### config.mk
export PLATFORM = sky130hd
export DESIGN_NAME = tap_record_replay_flasher
export DESIGN_NICKNAME = d
export VERILOG_FILES = /design/src/trrf_pkg.sv /design/src/trrf_ram.sv /design/src/trrf_datapath.sv /design/src/trrf_ctrl.sv /design/src/tap_record_replay_flasher.sv
export SDC_FILE = /design/constraint.sdc
export NUM_CORES = 2
export LEC_CHECK = 0
export BUFFER_PORTS_ARGS = -buffer_cell sky130_fd_sc_hd__clkbuf_2
export CAP_MARGIN = 10
export CORE_MARGIN = 3
export CORE_UTILIZATION = 38
export DETAILED_ROUTE_END_ITERATION = 8
export GPL_TIMING_DRIVEN = 1
export HOLD_SLACK_MARGIN = 0.03
export PLACE_DENSITY_LB_ADDON = 0.08
export SLEW_MARGIN = 20
export SYNTH_ARGS = -nofsm -noshare
export SYNTH_HDL_FRONTEND = slang
export SYNTH_HIERARCHICAL = 1
export SYNTH_SLANG_ARGS = --single-unit
### constraint.sdc
create_clock -name clk -period 7.7 [get_ports clk]
set_clock_uncertainty 0.2 [all_clocks]
set_input_delay 0.385 -clock clk [delete_from_list [all_inputs] [get_ports clk]]
set_output_delay 0.385 -clock clk [all_outputs]
set_load 0.02 [all_outputs]
### src/trrf_pkg.sv
// ----------------------------------------------------------------------------
// Tap record/replay flasher package
// Shared constants, register indexes and controller/datapath interface types.
// ----------------------------------------------------------------------------
package trrf_pkg;

  localparam int HISTORY_DEPTH_DEF = 64;

  // Pad added to the loop length when replay starts.
  localparam logic [31:0] LOOP_PAD_MS = 32'd10;

  localparam int CFG_W     = 16;
  localparam int CFG_IDX_W = 3;

  localparam logic [CFG_IDX_W-1:0] CFG_TAP_HIGH    = 3'd0;
  localparam logic [CFG_IDX_W-1:0] CFG_TAP_LOW     = 3'd1;
  localparam logic [CFG_IDX_W-1:0] CFG_LULL_MS     = 3'd2;
  localparam logic [CFG_IDX_W-1:0] CFG_PEAK        = 3'd3;
  localparam logic [CFG_IDX_W-1:0] CFG_FLOOR       = 3'd4;
  localparam logic [CFG_IDX_W-1:0] CFG_FADE_STEP   = 3'd5;

  localparam logic [15:0] TAP_HIGH_RST  = 16'd512;
  localparam logic [15:0] TAP_LOW_RST   = 16'd128;
  localparam logic [15:0] LULL_MS_RST   = 16'd2000;
  localparam logic [7:0]  PEAK_RST      = 8'd255;
  localparam logic [7:0]  FLOOR_RST     = 8'd0;
  localparam logic [7:0]  FADE_STEP_RST = 8'd8;

  // Serial divider: one quotient bit per cycle.
  localparam int DIV_W     = 32;
  localparam int DIV_CNT_W = $clog2(DIV_W);

  typedef struct packed {
    logic load_in;
    logic decide;
    logic div_step;
    logic set_index;
    logic walk;
    logic load_out;
  } trrf_cmd_t;

  typedef struct packed {
    logic tap;
    logic replay;
    logic div_last;
    logic walk_go;
  } trrf_stat_t;

endpackage

### src/trrf_ram.sv
// ----------------------------------------------------------------------------
// Generic RAM
// One write port and one read port with registered read data.
// ----------------------------------------------------------------------------
module trrf_ram #(
  parameter int WIDTH = 32,
  parameter int DEPTH = 64
) (
  input  logic                     clk,
  input  logic                     wr_en,
  input  logic [$clog2(DEPTH)-1:0] wr_addr,
  input  logic [WIDTH-1:0]         wr_data,
  input  logic [$clog2(DEPTH)-1:0] rd_addr,
  output logic [WIDTH-1:0]         rd_data
);

  logic [WIDTH-1:0] mem [DEPTH];

  always_ff @(posedge clk) begin
    if (wr_en) begin
      mem[wr_addr] <= wr_data;
    end
    rd_data <= mem[rd_addr];
  end

endmodule

### src/trrf_datapath.sv
// ----------------------------------------------------------------------------
// Tap record/replay flasher datapath
// Configuration registers, tap detector, fade, mode state, tap history,
// serial divider for the replay loop and the output register.
// ----------------------------------------------------------------------------
module trrf_datapath #(
  parameter int HISTORY_DEPTH = trrf_pkg::HISTORY_DEPTH_DEF
) (
  input  logic                            clk,
  input  logic                            rst,
  input  trrf_pkg::trrf_cmd_t             cmd,
  output trrf_pkg::trrf_stat_t            stat,
  input  logic                            cfg_we,
  input  logic [trrf_pkg::CFG_IDX_W-1:0]  cfg_index,
  input  logic [trrf_pkg::CFG_W-1:0]      cfg_data,
  input  logic [15:0]                     activity_sample,
  input  logic [31:0]                     now_ms,
  output logic [7:0]                      level,
  output logic                            replaying,
  output logic                            buffer_full,
  output logic                            tap_seen
);

  import trrf_pkg::*;

  localparam int PTR_W = $clog2(HISTORY_DEPTH);
  localparam logic [PTR_W-1:0] LAST_SLOT = PTR_W'(HISTORY_DEPTH - 1);

  logic [15:0] tap_high_threshold;
  logic [15:0] tap_low_threshold;
  logic [15:0] lull_ms;
  logic [7:0]  peak_brightness;
  logic [7:0]  floor_brightness;
  logic [7:0]  fade_step;

  logic             armed;
  logic             tap;
  logic [31:0]      last_tap_time;
  logic             replay_flag;
  logic [31:0]      switch_time;
  logic [31:0]      loop_length;
  logic [31:0]      loop_index;
  logic [PTR_W-1:0] play_pointer;
  logic [PTR_W-1:0] play_pointer_next;
  logic [PTR_W-1:0] record_pointer;
  logic [7:0]       glow;
  logic [31:0]      now_q;

  logic [31:0]          div_rem;
  logic [31:0]          div_quo;
  logic [31:0]          div_den;
  logic [DIV_CNT_W-1:0] div_cnt;

  logic [7:0]  glow_sub;
  logic [7:0]  glow_faded;
  logic [31:0] elapsed;
  logic [31:0] lull32;
  logic [31:0] loop_limit;
  logic [31:0] new_length;
  logic        lull_hit;
  logic [32:0] div_trial;
  logic [32:0] div_diff;
  logic        div_fits;
  logic [31:0] rd_data;
  logic        walk_go;
  logic        hist_we;
  logic [PTR_W-1:0] record_inc;

  assign glow_sub   = (glow > fade_step) ? glow - fade_step : 8'd0;
  assign glow_faded = (glow_sub < floor_brightness) ? floor_brightness : glow_sub;

  assign elapsed    = now_q - switch_time;
  assign lull32     = {16'd0, lull_ms};
  assign loop_limit = (lull32 >= LOOP_PAD_MS) ? lull32 - LOOP_PAD_MS : 32'd0;
  assign new_length = (elapsed < loop_limit) ? 32'd0 : elapsed - lull32 + LOOP_PAD_MS;
  assign lull_hit   = (now_q - last_tap_time) > lull32;

  assign div_trial = {div_rem, div_quo[DIV_W-1]};
  assign div_diff  = div_trial - {1'b0, div_den};
  assign div_fits  = div_trial >= {1'b0, div_den};

  // After the division, div_rem is the offset into the loop.
  assign walk_go    = (play_pointer < record_pointer) && (div_rem > rd_data);
  assign record_inc = (record_pointer == LAST_SLOT) ? record_pointer : record_pointer + 1'b1;
  assign hist_we    = cmd.decide && !replay_flag && tap;

  // The history is always read at the next play pointer, so during the walk
  // the read data belongs to the current play pointer.
  always_comb begin
    play_pointer_next = play_pointer;
    if (cmd.decide && !replay_flag && lull_hit) begin
      play_pointer_next = '0;
    end
    if (cmd.set_index && (div_quo != loop_index)) begin
      play_pointer_next = '0;
    end
    if (cmd.walk && walk_go) begin
      play_pointer_next = play_pointer + 1'b1;
    end
  end

  trrf_ram #(
    .WIDTH (32),
    .DEPTH (HISTORY_DEPTH)
  ) u_history (
    .clk     (clk),
    .wr_en   (hist_we),
    .wr_addr (record_pointer),
    .wr_data (elapsed),
    .rd_addr (play_pointer_next),
    .rd_data (rd_data)
  );

  assign stat.tap      = tap;
  assign stat.replay   = replay_flag;
  assign stat.div_last = (div_cnt == DIV_CNT_W'(DIV_W - 1));
  assign stat.walk_go  = walk_go;

  always_ff @(posedge clk) begin
    if (rst) begin
      tap_high_threshold <= TAP_HIGH_RST;
      tap_low_threshold  <= TAP_LOW_RST;
      lull_ms            <= LULL_MS_RST;
      peak_brightness    <= PEAK_RST;
      floor_brightness   <= FLOOR_RST;
      fade_step          <= FADE_STEP_RST;
    end else if (cfg_we) begin
      case (cfg_index)
        CFG_TAP_HIGH:  tap_high_threshold <= cfg_data;
        CFG_TAP_LOW:   tap_low_threshold  <= cfg_data;
        CFG_LULL_MS:   lull_ms            <= cfg_data;
        CFG_PEAK:      peak_brightness    <= cfg_data[7:0];
        CFG_FLOOR:     floor_brightness   <= cfg_data[7:0];
        CFG_FADE_STEP: fade_step          <= cfg_data[7:0];
        default: ;
      endcase
    end
  end

  always_ff @(posedge clk) begin
    if (rst) begin
      armed          <= 1'b1;
      tap            <= 1'b0;
      last_tap_time  <= '0;
      replay_flag    <= 1'b0;
      switch_time    <= '0;
      loop_length    <= '0;
      loop_index     <= '0;
      play_pointer   <= '0;
      record_pointer <= '0;
      glow           <= '0;
      now_q          <= '0;
      div_rem        <= '0;
      div_quo        <= '0;
      div_den        <= 32'd1;
      div_cnt        <= '0;
      level          <= '0;
      replaying      <= 1'b0;
      buffer_full    <= 1'b0;
      tap_seen       <= 1'b0;
    end else begin
      play_pointer <= play_pointer_next;

      if (cmd.load_in) begin
        now_q <= now_ms;
        glow  <= glow_faded;
        tap   <= armed && (activity_sample > tap_high_threshold);
        if (armed) begin
          if (activity_sample > tap_high_threshold) begin
            armed         <= 1'b0;
            last_tap_time <= now_ms;
          end
        end else if (activity_sample < tap_low_threshold) begin
          armed <= 1'b1;
        end
      end

      if (cmd.decide) begin
        if (replay_flag) begin
          if (tap) begin
            // A tap during replay goes back to recording, without a flash.
            replay_flag    <= 1'b0;
            switch_time    <= now_q;
            record_pointer <= '0;
            loop_length    <= '0;
            loop_index     <= '0;
          end else begin
            loop_length <= (loop_length == 32'd0) ? 32'd1 : loop_length;
            div_den     <= (loop_length == 32'd0) ? 32'd1 : loop_length;
            div_rem     <= '0;
            div_quo     <= elapsed;
            div_cnt     <= '0;
          end
        end else begin
          if (tap) begin
            glow           <= peak_brightness;
            record_pointer <= record_inc;
          end
          if (lull_hit) begin
            replay_flag <= 1'b1;
            switch_time <= now_q;
            loop_length <= new_length;
          end
        end
      end

      if (cmd.div_step) begin
        div_rem <= div_fits ? div_diff[31:0] : div_trial[31:0];
        div_quo <= {div_quo[DIV_W-2:0], div_fits};
        div_cnt <= div_cnt + 1'b1;
      end

      if (cmd.set_index && (div_quo != loop_index)) begin
        loop_index <= div_quo;
      end

      if (cmd.walk && walk_go) begin
        glow <= peak_brightness;
      end

      if (cmd.load_out) begin
        level       <= glow;
        replaying   <= replay_flag;
        buffer_full <= !replay_flag && (record_pointer == LAST_SLOT);
        tap_seen    <= tap;
      end
    end
  end

  a_play_in_range: assert property (@(posedge clk) disable iff (rst)
    replay_flag |-> (play_pointer <= record_pointer))
    else $error("play pointer ran past the recorded taps");

  a_full_only_record: assert property (@(posedge clk) disable iff (rst)
    buffer_full |-> !replaying)
    else $error("buffer_full reported during replay");

endmodule

### src/trrf_ctrl.sv
// ----------------------------------------------------------------------------
// Tap record/replay flasher controller
// Sequences one request through decide, divide, index, history walk and output;
// record requests and taps in replay mode go from decide straight to output.
module trrf_ctrl (
  input  logic                 clk,
  input  logic                 rst,
  input  logic                 in_valid,
  output logic                 in_stall,
  output logic                 out_valid,
  input  logic                 out_stall,
  output trrf_pkg::trrf_cmd_t  cmd,
  input  trrf_pkg::trrf_stat_t stat
);

  import trrf_pkg::*;

  typedef enum logic [2:0] {
    S_IDLE,
    S_DECIDE,
    S_DIV,
    S_INDEX,
    S_WALK,
    S_FINISH
  } state_t;

  state_t state;

  assign in_stall = (state != S_IDLE);

  always_comb begin
    cmd.load_in   = in_valid && (state == S_IDLE);
    cmd.decide    = (state == S_DECIDE);
    cmd.div_step  = (state == S_DIV);
    cmd.set_index = (state == S_INDEX);
    cmd.walk      = (state == S_WALK);
    cmd.load_out  = (state == S_FINISH) && (!out_valid || !out_stall);
  end

  always_ff @(posedge clk) begin
    if (rst) begin
      state     <= S_IDLE;
      out_valid <= 1'b0;
    end else begin
      if (cmd.load_out) begin
        out_valid <= 1'b1;
      end else if (!out_stall) begin
        out_valid <= 1'b0;
      end

      case (state)
        S_IDLE: begin
          if (in_valid) begin
            state <= S_DECIDE;
          end
        end
        S_DECIDE: begin
          if (stat.replay && !stat.tap) begin
            state <= S_DIV;
          end else begin
            state <= S_FINISH;
          end
        end
        S_DIV: begin
          if (stat.div_last) begin
            state <= S_INDEX;
          end
        end
        S_INDEX: begin
          state <= S_WALK;
        end
        S_WALK: begin
          if (!stat.walk_go) begin
            state <= S_FINISH;
          end
        end
        S_FINISH: begin
          if (cmd.load_out) begin
            state <= S_IDLE;
          end
        end
        default: state <= S_IDLE;
      endcase
    end
  end

  a_accept_decides: assert property (@(posedge clk) disable iff (rst)
    cmd.load_in |=> (state == S_DECIDE))
    else $error("accepted request did not move to decide");

  a_finish_delivers: assert property (@(posedge clk) disable iff (rst)
    cmd.load_out |=> (out_valid && (state == S_IDLE)))
    else $error("finished request did not reach the output register");

  a_div_to_index: assert property (@(posedge clk) disable iff (rst)
    (state == S_DIV) && stat.div_last |=> (state == S_INDEX))
    else $error("divider did not hand over after its last step");

  a_walk_exit: assert property (@(posedge clk) disable iff (rst)
    (state == S_WALK) |=> ((state == S_WALK) || (state == S_FINISH)))
    else $error("history walk left to an unexpected state");

endmodule

### src/tap_record_replay_flasher.sv
// ----------------------------------------------------------------------------
// Tap record/replay flasher
// Detects taps in an activity stream, fades a brightness level, records tap
// times and replays them as a loop after a lull.
//
// Usage:
//   One input request is one frame tick: activity_sample and now_ms, taken
//   when in_valid is high and in_stall is low. Each request gives exactly one
//   result (level, replaying, buffer_full, tap_seen), taken when out_valid is
//   high and out_stall is low.
//   In record mode, and for a tap in replay mode, a request goes from the
//   decide step straight to the output register. Any other replay request
//   first runs the serial divider, which splits the elapsed time into loop
//   count and offset, and then walks the history entries, one per cycle
//   from the single read port of the history memory (at most HISTORY_DEPTH - 1
//   entries are consumed per request).
//   A new request is taken in the cycle after the previous result is loaded,
//   even while that result is still stalled in the output register.
//   Synchronous reset restores all registers to their defaults and empties
//   the output; the history memory is not cleared, since an entry is only
//   read after it has been written. Configuration writes are taken at once.
// ----------------------------------------------------------------------------
module tap_record_replay_flasher #(
  parameter int HISTORY_DEPTH = trrf_pkg::HISTORY_DEPTH_DEF
) (
  input  logic                           clk,
  input  logic                           rst,
  input  logic                           in_valid,
  output logic                           in_stall,
  input  logic [15:0]                    activity_sample,
  input  logic [31:0]                    now_ms,
  output logic                           out_valid,
  input  logic                           out_stall,
  output logic [7:0]                     level,
  output logic                           replaying,
  output logic                           buffer_full,
  output logic                           tap_seen,
  input  logic                           cfg_we,
  input  logic [trrf_pkg::CFG_IDX_W-1:0] cfg_index,
  input  logic [trrf_pkg::CFG_W-1:0]     cfg_data
);

  import trrf_pkg::*;

  trrf_cmd_t  cmd;
  trrf_stat_t stat;

  trrf_ctrl u_ctrl (
    .clk       (clk),
    .rst       (rst),
    .in_valid  (in_valid),
    .in_stall  (in_stall),
    .out_valid (out_valid),
    .out_stall (out_stall),
    .cmd       (cmd),
    .stat      (stat)
  );

  trrf_datapath #(
    .HISTORY_DEPTH (HISTORY_DEPTH)
  ) u_datapath (
    .clk             (clk),
    .rst             (rst),
    .cmd             (cmd),
    .stat            (stat),
    .cfg_we          (cfg_we),
    .cfg_index       (cfg_index),
    .cfg_data        (cfg_data),
    .activity_sample (activity_sample),
    .now_ms          (now_ms),
    .level           (level),
    .replaying       (replaying),
    .buffer_full     (buffer_full),
    .tap_seen        (tap_seen)
  );

endmodule
After elaboration in Yosys (flattened, before gate mapping)
Memory sizes are Yosys's and may differ from the RTL's. A register that Yosys moved wholly into a read port is not among the register bits.
Index checks and enable logic that the tools add are counted.
{"block": "word_totals", "ff_bits": 371, "ramBits": 2048, "output_inout_bits": 13, "word_cells": 166, "memories": 1}
{"name": "u_datapath.u_history.mem", "depth": 64, "width": 32, "read_ports": 1, "rd_clocked_by_memory_dff": 1, "write_ports": 1, "line_no": "trrf_ram.sv:17", "text": "logic [WIDTH-1:0] mem [DEPTH];"}
{"block": "classes", "add_sub_neg": 10, "n_lt_le_gt_ge": 10, "eq_ne": 21, "n_mux": 56, "bitwise": 1, "n_reduce_logical": 40}
{"cell": "$mux 32", "count": 22}
{"cell": "$sub 32x32->32", "count": 3}
{"cell": "$mux 8", "count": 7}
{"cell": "$mux 6", "count": 7}
{"cell": "$ge 33x32->1", "count": 1}
{"cell": "$add 32x4->32 const B", "count": 1}
{"cell": "$gt 32x16->1", "count": 1}
{"cell": "$gt 32x32->1", "count": 1}
{"cell": "$logic_not 32->1", "count": 1}
{"cell": "$lt 32x32->1", "count": 1}
{"cell": "$ne 32x32->1", "count": 1}
{"cell": "$sub 32x16->32", "count": 1}
{"cell": "$mux 5", "count": 4}
{"cell": "$pmux 3 s6", "count": 1}
{"cell": "$reduce_and 3->1", "count": 6}
{"cell": "$sub 16x4->17 const B", "count": 1}
{"cell": "$ge 16x4->1 const B", "count": 1}
{"cell": "$gt 16x16->1", "count": 1}
{"cell": "$lt 16x16->1", "count": 1}
{"cell": "$mux 3", "count": 5}
{"cell": "$reduce_and 2->1", "count": 7}
{"cell": "$add 6x1->6 const B", "count": 2}
{"cell": "$eq 3x2->1 const B", "count": 4}
{"cell": "$eq 3x3->1 const B", "count": 4}
{"cell": "19 further kinds", "count": 54}

Longest topological paths before layout
{"block": "logic_depth", "depth_word": 9, "ltp_mapped": 34, "ltp_nobuf": 28}

By module
The synthesis kept the hierarchy.
{"module": "trrf_ram", "instances": 1, "cells_per_inst": 3324, "area_each_um2": 78522.8, "seq_area_each_um2": 62139.6}
{"module": "trrf_datapath", "instances": 1, "cells_per_inst": 3286, "area_each_um2": 25263.0, "seq_area_each_um2": 7347.0}
{"module": "trrf_ctrl", "instances": 1, "cells_per_inst": 41, "area_each_um2": 305.3, "seq_area_each_um2": 80.1}

Worst setup path after synthesis
No wires, ideal clock.
{"block": "synth_path", "kind": "flip-flop to flip-flop", "from": "reg u_datapath.now_q[0]", "to": "reg u_datapath.loop_length[17]", "setup_ns": 0.128, "arrival_ns": 6.840, "required_time_ns": 7.372, "setup_slack_ns": 0.533, "stages_incl_launch_ff": 25, "n_path_buf": 1, "cell_sequence": "dfxtp_1 inv_1 ha_1 fa_1 nor2b_1 o31a_1 o211a_1 o21ai_0 a31oi_1 a21o_1 a211oi_1 nor3_1 ha_1 a21o_1 a21o_1 a21o_1 a21oi_1 nor2b_1 o21ai_0 nand2b_1 a211oi_4 nor2_1 buf_2 a22oi_1 nor2_1"}
{"block": "synth_via", "elab_cells_between_ends": 11, "cone_classes": "4 x add/sub; 2 x order compare; 3 x mux; 2 x reduce/logical"}
{"element": "start: declaration", "line_no": "trrf_datapath.sv:47", "text": "logic [31:0] now_q;"}
{"element": "start signal: assignment", "line_no": "trrf_datapath.sv:165", "text": "now_q <= now_ms;"}
{"element": "$sub 32x32->32", "line_no": "trrf_datapath.sv:72", "text": "assign elapsed = now_q - switch_time;"}
{"element": "named net u_datapath.elapsed[26]", "line_no": "trrf_datapath.sv:56", "text": "logic [31:0] elapsed;"}
{"element": "$lt 32x32->1", "line_no": "trrf_datapath.sv:75", "text": "assign new_length = (elapsed < loop_limit) ? 32'd0 : elapsed - lull32 + LOOP_PAD_MS;"}
{"element": "$mux 32", "line_no": "trrf_datapath.sv:75"}
{"element": "$mux 32", "line_no": "trrf_datapath.sv:199", "text": "if (lull_hit) begin"}
{"element": "$mux 32", "line_no": "trrf_datapath.sv:179", "text": "if (replay_flag) begin"}
{"element": "end signal: assignment", "line_no": "trrf_datapath.sv:188", "text": "loop_length <= (loop_length == 32'd0) ? 32'd1 : loop_length;"}
{"element": "end signal: assignment", "line_no": "trrf_datapath.sv:202", "text": "loop_length <= new_length;"}
{"element": "end: declaration", "line_no": "trrf_datapath.sv:41", "text": "logic [31:0] loop_length;"}
The timed path passes the listed nets, and every way through them passes these cells. The select of a mux whose other input is x is not followed.
A chain may end at the register's enable or synchronous reset.

Worst setup path in the final report
{"block": "layout_path", "from": "reg u_datapath.last_tap_time[1]", "to": "reg u_datapath.u_history.rd_data[18] (read register of u_datapath.u_history.mem)"}
{"block": "layout_via", "elab_chain_cells": 6}
{"element": "start: declaration", "line_no": "trrf_datapath.sv:38", "text": "logic [31:0] last_tap_time;"}
{"element": "start signal: assignment", "line_no": "trrf_datapath.sv:171", "text": "last_tap_time <= now_ms;"}
{"element": "$sub 32x32->32", "line_no": "trrf_datapath.sv:76", "text": "assign lull_hit = (now_q - last_tap_time) > lull32;"}
{"element": "$gt 32x16->1", "line_no": "trrf_datapath.sv:76"}
{"element": "$logic_and 1x1->1", "line_no": "trrf_datapath.sv:91", "text": "if (cmd.decide && !replay_flag && lull_hit) begin"}
{"element": "$mux 6", "line_no": "trrf_datapath.sv:91"}
{"element": "$mux 6", "line_no": "trrf_datapath.sv:94", "text": "if (cmd.set_index && (div_quo != loop_index)) begin"}
{"element": "$mux 6", "line_no": "trrf_datapath.sv:97", "text": "if (cmd.walk && walk_go) begin"}
{"element": "named net u_datapath.play_pointer_next[1]", "line_no": "trrf_datapath.sv:44", "text": "logic [PTR_W-1:0] play_pointer_next;"}
{"element": "end: declaration", "line_no": "trrf_ram.sv:14", "text": "output logic [WIDTH-1:0] rd_data"}
The timed path passes the listed nets, and every way through them passes these cells.

==> results.toml <==
[placement]
io_buffers = 84
gp_congestion = 0.8394
place_area_um2 = 112300
dp_hpwl_um = 198200

[synthesis]
synthXorXnorAreaFrac_pct = 1.160
synthAdderAreaFrac_pct = 3.303
syn-mean-instance-area_um2 = 15.65
seq_area_frac_synth_pct = 66.83
syn-instance-count = 6651
synth-seq-cells = 2451
synth-compound-area-share_pct = 6.428
synthMuxAreaShare_pct = 13.82
yosys.area.top_type_share_pct = 59.08
synthTopCellsByArea = "edfxtp_1 (59%), mux4_2 (12%), dfxtp_1 (7.8%)"
synth_ff_type = "edfxtp_1"
ys_warn_count = 6
yosysTopAreaCell = "edfxtp_1"
async_reset_ff_share_pct = 0
netlist_area_um2 = 104100
synth_top_family_by_area = "multiplexers"
syn-num-nets = 6994
synth-simple-area-share_pct = 5.880
synth.distinct_cells = 101
synth_edf_count = 2048

[timing]
tns_ps = 0
period_share_pct = 96.85
max_freq_ghz = 0.1341
fin_crit_ps = 7457
hold_viol_final = 0
drv_slew = 0
fin_hold_ws_ps = 122.5
setup_viol = 0
tightest_slew_ps = 1156
slew_headroom_pct = 22.73
rsz0062_at_grt = "no"

[pwr]
p_per_area_nw_per_um2 = 394.3
vdd_drop_max_uv = 923.9
p_leak_nw = 40.86
total_power_mw = 48.26

[grt]
grt_max_degree = 95
first_global_vias = 61410
gr-usage-met2_pct = 36.42
globalRoute.totalOverflow = 0
grt_usage_pct = 22.57
busiest_layer = "met2"
antenna_found_initial = 14
met1_usage_pct = 32.15
grt_pass1_wl_um = 454000
gr-usage-met3_pct = 3.345

[floorplanning]
fp.coreArea_um2 = 271700
die-area_um2 = 280200
die_x_um = 529.4
pin_count = 85
num_rows = 191
die_height_um = 529.4
start_util_pct = 38.31

[setup_path]
worst_path_max_delay_cell = "nor3_1"
required_ps = 8290
endpoint_kind = "flop"
crit_family = "simple AND/OR/NAND/NOR gates"
cp.arrival_ps = 8050
critPathKind = "reg2reg"
crit_path_max_incr_delay_ps = 790
cp.depth = 33
crit_path_start = "u_datapath/last_tap_time[1]"
startpoint_type = "flop"
reg2reg_setup_slack_ps = 240
endpoint = "u_datapath/u_history/rd_data[18]"
r2r_cells = 33
critical_path_buf_inv_count = 8
path_common_cell = "buf_4"
r2r-end = "u_datapath/u_history/rd_data[18]"
critPathMaxFanout = 15
r2r-start = "u_datapath/last_tap_time[1]"

[run]
max_cap_viol_count = 0

[drt]
first_pass_iters = 6
drt_iter0_drc = 5888
via_count = 61810
route.detailed.drc = 0
vias_per_cell = 5.621
wirelength_um = 320200
wl_per_cell_um = 29.12
ant_nets = 0

[clock_network]
clockRootBuffer = "clkbuf_16"
clockBufferDepth = 4
cts_buffers = 281
clkTransAtPathRegs_ps = 60
htree_levels = 5
cts_tree = "done"
clk_latency_ps = 860
clock_sinks = 2451

[layout]
area_growth_pct = 17.59
drive_gt1_share_pct = 22.16
final_core_util_pct = 45.05
n_fill_cell = 23740
final_cell_mix = "edfxtp_1 (2048), mux4_2 (544), nand2_1 (469), dfxtp_1 (403), nor2_1 (391)"
fin_nets = 7544
final_area_um2 = 122400
final_common_cell = "edfxtp_1"

[worst_hold_path]
hp-class = "in2reg"
min_path_cells = 4

[status]
status = "finished clean"
worst reg2reg max path, delay by kind of cell, from the launching register on:
family                   cells  cell delay [ps]
AND/OR/NAND/NOR             12             2860
AO/OA/AOI/OAI               10             2090
buffers and inverters        8             1260
adder cells (fa/ha/maj)      2              570
flip-flops                   1              340
XOR/XNOR                     1              100
power breakdown:
| part | internal [mW] | switching [mW] | total [mW] | leakage (nW) |
|---|---|---|---|---|
| sequential | 19.3 | 0.270 | 19.5 | 21.8 |
| combinational | 4.30 | 11.5 | 15.8 | 14.8 |
| clock | 7.62 | 5.31 | 12.9 | 4.31 |
| total | 31.2 | 17.1 | 48.3 | 40.9 |
cell usage after synthesis (all sizes together), types with 34 or more instances:
cell	n
nor3	53
o22ai	89
o211ai	36
mux4	544
a21oi	377
a31oi	55
xor2	65
dfxtp	403
o21ai	147
ha	266
inv	300
nand4	42
nand2	474
clkbuf	183
mux2i	210
xnor2	72
buf	148
nor2	456
and3	34
nand3	60
a21o	84
nor2b	46
nand2b	38
edfxtp	2048
registers in the layout, summed over array words and instances, names as in the netlist, 8 cells and up:
name                           flops
u_datapath/u_history/mem        2048
u_datapath/now_q                  32
u_datapath/tap_high_threshold     16
u_datapath/glow                    8
u_datapath/div_den                32
u_datapath/loop_index             32
u_datapath/last_tap_time          32
u_datapath/fade_step               8
u_datapath/u_history/rd_data      32
u_datapath/level                   8
u_datapath/switch_time            32
u_datapath/lull_ms                16
u_datapath/peak_brightness         8
u_datapath/tap_low_threshold      16
u_datapath/div_quo                32
u_datapath/div_rem                32
u_datapath/loop_length            32
u_datapath/floor_brightness        8
layer usage:
layer / vias up / part of all wire [%] / wire [um]
li1: 27030 / - / -
met1: 32480 / 45 / 142900
met2: 1915 / 47 / 150200
met3: 388 / 5.9 / 18870
met4: 2 / 2.6 / 8219
met5: - / 0.0041 / 13
worst min-delay path by stage:
stage	from	to	slack (ps)
CTS	now_ms[25]	u_datapath/last_tap_time[25]	50
global placement	u_datapath/switch_time[4]	u_datapath/switch_time[4]	240
global route	now_ms[24]	u_datapath/last_tap_time[24]	80
detailed placement	u_datapath/switch_time[4]	u_datapath/switch_time[4]	250
finish	now_ms[25]	u_datapath/last_tap_time[25]	120
floorplan	u_datapath/div_cnt[3]	u_datapath/div_cnt[3]	230
cell type report:
| cell class | instances | area [um2] | share of cell area [%] |
|---|---|---|---|
| Antenna cell | 15 | 37.54 | 0.03067 |
| Clock buffer | 369 | 7684 | 6.278 |
| Clock inverter | 124 | 1104 | 0.9016 |
| Inverter | 301 | 1130 | 0.9231 |
| Multi-Input combinational cell | 3568 | 32840 | 26.83 |
| Sequential cell | 2451 | 69570 | 56.84 |
| Tap cell | 3570 | 4467 | 3.649 |
| Timing Repair Buffer | 598 | 5574 | 4.554 |
cell families after synthesis:
logic type,Yosys count
AND/OR/NAND/NOR,1354
buffers and inverters,632
XOR/XNOR,137
adder cells (fa/ha/maj),272
multiplexers,757
flip-flops,2451
AO/OA/AOI/OAI,1048
timing repair:
| item | in CTS | in global routing |
|---|---|---|
| hold endpoints to repair | 233 | 0 |
| setup endpoints to repair | 15 | 32 |
| cloned | 1 | 3 |
| buffers inserted | 0 | 23 |
| hold buffers | 62 | 0 |
| pin swaps | 2 | 7 |
| resized for setup | 21 | 30 |
stage by stage:
stage | worst slack (ps) | cells
finish | 242.8 | 11000
global route | 17.29 | 10980
CTS | 8.472 | 10950
detailed placement | -502.7 | 10400
global placement | -583.2 | 10390
floorplan | 532.9 | 6651
Power figures use the tool's default switching activity.
